### src/hw/rtl/cc_ram.sv
// Generic simple dual-port RAM with one write port and a registered read port.
// No dependencies; contents are undefined until written.
module cc_ram #(
  parameter int Width = 64,
  parameter int Depth = 64
) (
  input  logic                     clk_i,
  input  logic                     we_i,
  input  logic [$clog2(Depth)-1:0] waddr_i,
  input  logic [Width-1:0]         wdata_i,
  input  logic                     re_i,
  input  logic [$clog2(Depth)-1:0] raddr_i,
  output logic [Width-1:0]         rdata_o
);

  logic [Width-1:0] mem [Depth];
  logic [Width-1:0] rdata_q;

  // Write port and registered read port.
  always_ff @(posedge clk_i) begin
    if (we_i) begin
      mem[waddr_i] <= wdata_i;
    end
    if (re_i) begin
      rdata_q <= mem[raddr_i];
    end
  end

  assign rdata_o = rdata_q;

endmodule

### config.mk
export PLATFORM = sky130hd
export DESIGN_NAME = cc_ram
export DESIGN_NICKNAME = d
export VERILOG_FILES = /design/src/hw/rtl/cc_ram.sv
export SDC_FILE = /design/constraint.sdc
export NUM_CORES = 2
export LEC_CHECK = 0
export BUFFER_PORTS_ARGS = -buffer_cell sky130_fd_sc_hd__clkbuf_2
export CAP_MARGIN = 20
export CORE_MARGIN = 8
export CORE_UTILIZATION = 40
export DETAILED_ROUTE_END_ITERATION = 10
export HOLD_SLACK_MARGIN = 0.02
export PLACE_DENSITY_LB_ADDON = 0.12
export SETUP_SLACK_MARGIN = 0.05
export SLEW_MARGIN = 0
export SYNTH_ARGS = -nofsm -noshare
export SYNTH_HDL_FRONTEND = slang
export SYNTH_SLANG_ARGS = --single-unit
### constraint.sdc
create_clock -name clk_i -period 9.6 [get_ports clk_i]
set_clock_uncertainty 0.05 [all_clocks]
set_input_delay 1.92 -clock clk_i [delete_from_list [all_inputs] [get_ports clk_i]]
set_output_delay 1.92 -clock clk_i [all_outputs]
set_load 0.01 [all_outputs]
Yosys cells after proc, flatten, opt, wreduce, memory -nomap -nowiden
Memory sizes are Yosys's and may differ from the RTL's. A register that Yosys moved wholly into a read port is not among the register bits.
Cells that the tools add are included.
{"block": "classes", "n_mux": 2, "n_eq_ne": 0, "addsub": 0, "magnitude_cmp": 0, "div_mod_pow": 0, "bitwise": 0, "shift": 0, "n_mul": 0, "reduce_logical": 0}
{"operator": "$mux 1", "count": 2}
{"block": "word_totals", "ramBits": 4096, "output_inout_bits": 64, "word_cells": 3, "register_bits": 0, "latch_bits": 0, "memories": 1, "mem_bits_ro": 0, "inputBits": 79}
{"name": "mem", "words": 64, "word_bits": 64, "read_ports": 1, "rd_clocked_by_memory_dff": 1, "wr": 1, "line": "16", "rtl": "logic [Width-1:0] mem [Depth];"}

Longest topological paths before layout
{"block": "depth", "word_depth": 2, "mapped_depth": 9, "ltp_nobuf": 5}

Worst setup path before layout
Ideal clock, no wire load.
{"block": "synth_path", "kind": "input -> register", "startpoint": "input port waddr_i[3]", "endpoint": "memory mem[48][0], enable pin", "required_ns": 8.986, "cell_stages": 4, "arrival_time_ns": 6.792, "path_buffers": 1, "setup_ns": 0.564, "slack_ns": 2.194, "cell_sequence": "clkbuf_1 > nor2b_1 > nand4b_1 > nor3_1"}
{"element": "start, declared", "line": "9", "rtl": "input logic [$clog2(Depth)-1:0] waddr_i,"}
{"element": "end, declared", "line": "16"}
No word-level cell before the write port.

==> flow_summary.json <==
{
  "max_cap_violations": 0,
  "cts.sinks": 4160,
  "antenna_found_initial": 33,
  "cts-root-buf": "clkbuf_16",
  "fin_nets": 7176,
  "crit_slowest_cell": "nor2b_4",
  "fmax_mhz": 210,
  "drt-vias-per-instance": 5.92,
  "synth_fp_nets": 6677,
  "grt_first_pass_wirelength_mm": 650,
  "nFillCells": 32305,
  "slew-limit-headroom": 0.253,
  "synth-seq-area-share": 0.796,
  "drc_errors": 0,
  "firstDrtPassIters": 5,
  "peakVddDrop_uv": 159,
  "area.sequential_um2": 125000,
  "critical_path_arrival_ns": 5.53,
  "cp-end-kind": "flip-flop",
  "grt_pass1_vias": 77369,
  "final_util": 0.459,
  "core_area_um2": 392000,
  "grt_max_degree": 108,
  "finalSetupViolations": 0,
  "overflow": 0,
  "worst_ep_required_time_ns": 10.36,
  "start_util": 0.401,
  "row_count": 230,
  "dieHeight_um": 642,
  "r2r_slack_ns": 7.23,
  "cpPeakStageDelay_ns": 0.87,
  "port_buffers": 142,
  "gp_congestion": 0.748,
  "avgRoutedWirePerCell_um": 37.1,
  "cp-start-kind": "input port",
  "cts_tree": "built",
  "post-route-period-util": 0.497,
  "area_growth_pct": 14.5,
  "dp_slack_ns": 3.73,
  "tightest_slew_ns": 1.12,
  "cts_made_buffers": 436,
  "async_flop_share": 0,
  "drtAntennaViolNets": 0,
  "synthCells": 6598,
  "power_leakage_nw": 55.7,
  "dieArea_um2": 413000,
  "multi_input_area_um2": 30800,
  "setup-tns-final_ns": 0,
  "avgSynthCellArea_um2": 23.8,
  "holdBufCountCts": 0,
  "pin_count": 143,
  "critical_path_class": "input port to flip-flop",
  "yosys_register_bits": 4160,
  "power_mw": 38.1,
  "clkLatencyLatePin_ns": 0.98,
  "synth_flop_cell": "edfxtp_1",
  "grt_usage": 0.224,
  "hp-class": "flip-flop to flip-flop",
  "htreeDepth": 5,
  "cp_common_cell": "buf_4",
  "die_w_um": 642,
  "cts_resized": 0,
  "grt_setup_unrepaired": "false",
  "clockBufferDepth": 4,
  "hold_viol": 0,
  "min_period_ns": 4.77,
  "wirelength_mm": 472,
  "yosysWarnings": 0,
  "clk_pin_slew_ns": 0.06,
  "synthesis.area_um2": 157000,
  "synth_edf_count": 4160,
  "fin_ws_ns": 4.83,
  "pwr_density_cell_nw_per_um2": 212,
  "path_max_fanout": 38,
  "crit_chain": "clkbuf_2 -> nor2b_4 -> buf_4 -> buf_4 -> a22oi_1 -> nand3_1 -> and3_1",
  "post_cts.repair.setup_buffers": 0,
  "drtIter0Drc": 9044,
  "drive_gt1_frac": 0.286,
  "holdWs_ns": 0.861,
  "outcome": "finished clean",
  "hpwl_mm": 257,
  "via_count": 75133,
  "synth_cell_types": 32,
  "slew_viol_final": 0
}
## critical path, delay by kind of cell
kind | cells | cell delay, ns
AND/OR/NAND/NOR | 3 | 1.16
AO/OA/AOI/OAI | 1 | 0.21
buffers and inverters | 3 | 2.06
## registers in the layout, summed over array words and instances (netlist names)
register / cells
mem: 4096
rdata_o: 64
## routing by layer
layer | part of all wire | GRT usage
met3 | 0.058 | 0.0277
met5 | 0 | 0
met4 | 0.023 | 0.0477
met1 | 0.43 | 0.320
met2 | 0.49 | 0.372
## path summary, 6_finish.rpt
check         startpoint          end  depth (start not counted)
min reg2reg  mem[44][50]  rdata_o[50]                          4
max reg2reg  mem[51][22]  rdata_o[22]                          5
max           raddr_i[3]  rdata_o[48]                          7
min          mem[44][50]  rdata_o[50]                          4
## report_power, final
part | switching, mW | leakage, nW | internal (mW)
logic | 1.11 | 11.7 | 0.661
clock network | 7.02 | 6.54 | 9.04
registers | 0.0794 | 37.5 | 20.1
total | 8.21 | 55.7 | 29.9
## cell families (layout without fill, tap and decap cells)
family          Yosys count  in the layout  share of synthesized area
flops                  4160           4160                      0.796
mux                    1159           1159                      0.156
compound gates          504            504                     0.0247
buf+inv                 389           1253                     0.0118
simple gates            386            386                     0.0123
other cells               0             19                          0
## Yosys cell counts, types with 2 or more instances
| cell | count | area share |
|---|---|---|
| o221ai_1 | 38 | 0.0021 |
| nand4_1 | 2 | 0.000080 |
| mux4_2 | 1024 | 0.15 |
| mux2i_1 | 135 | 0.0086 |
| buf_2 | 170 | 0.0054 |
| nand3b_1 | 2 | 0.000096 |
| edfxtp_1 | 4160 | 0.80 |
| nand2_1 | 58 | 0.0014 |
| a22o_1 | 88 | 0.0049 |
| or2_2 | 28 | 0.0011 |
| buf_4 | 34 | 0.0016 |
| nand2b_1 | 11 | 0.00044 |
| or3_1 | 29 | 0.0012 |
| buf_1 | 20 | 0.00048 |
| a22oi_1 | 168 | 0.0080 |
| a2bb2oi_1 | 19 | 0.0011 |
| a211oi_1 | 63 | 0.0030 |
| buf_6 | 6 | 0.00043 |
| nor2_1 | 112 | 0.0027 |
| nor3_1 | 2 | 0.000064 |
| a31oi_1 | 18 | 0.00072 |
| o22ai_1 | 83 | 0.0033 |
| clkbuf_1 | 140 | 0.0033 |
| nand3_1 | 45 | 0.0014 |
| and3_1 | 64 | 0.0026 |
| inv_1 | 19 | 0.00045 |
| a41oi_1 | 26 | 0.0015 |
| nor2b_1 | 28 | 0.0011 |
| and2_1 | 3 | 0.00012 |
## cell type report
type	count	area share
Antenna cell	19	0.000264
Clock buffer	549	0.0640
Clock inverter	254	0.0107
Inverter	19	0.000397
Multi-Input combinational cell	2049	0.171
Sequential cell	4160	0.695
Tap cell	5220	0.0363
Timing Repair Buffer	431	0.0224
## placed cells by master (no fill, tap or decap), drive strengths merged, types with 3 or more instances in the layout
| cell type | instances |
|---|---|
| edfxtp | 4160 |
| mux4 | 1024 |
| clkbuf | 687 |
| buf | 293 |
| clkinv | 213 |
| a22oi | 168 |
| mux2i | 135 |
| nor2 | 112 |
| a22o | 88 |
| o22ai | 83 |
| and3 | 64 |
| a211oi | 63 |
| nand2 | 58 |
| nand3 | 45 |
| o221ai | 38 |
| or3 | 29 |
| or2 | 28 |
| nor2b | 28 |
| inv | 28 |
| a41oi | 26 |
| bufinv | 22 |
| diode | 19 |
| a2bb2oi | 19 |
| a31oi | 18 |
| nand2b | 11 |
| clkinvlp | 10 |
| and2 | 3 |
## per-stage QoR
stage	std cells	cell area [µm²]
after floorplan	6598	157000
after global placement	11816	165000
after detailed placement	11823	165000
after CTS	12626	179000
after global routing	12684	180000
final	12701	180000
Power figures use the tool's default switching activity.
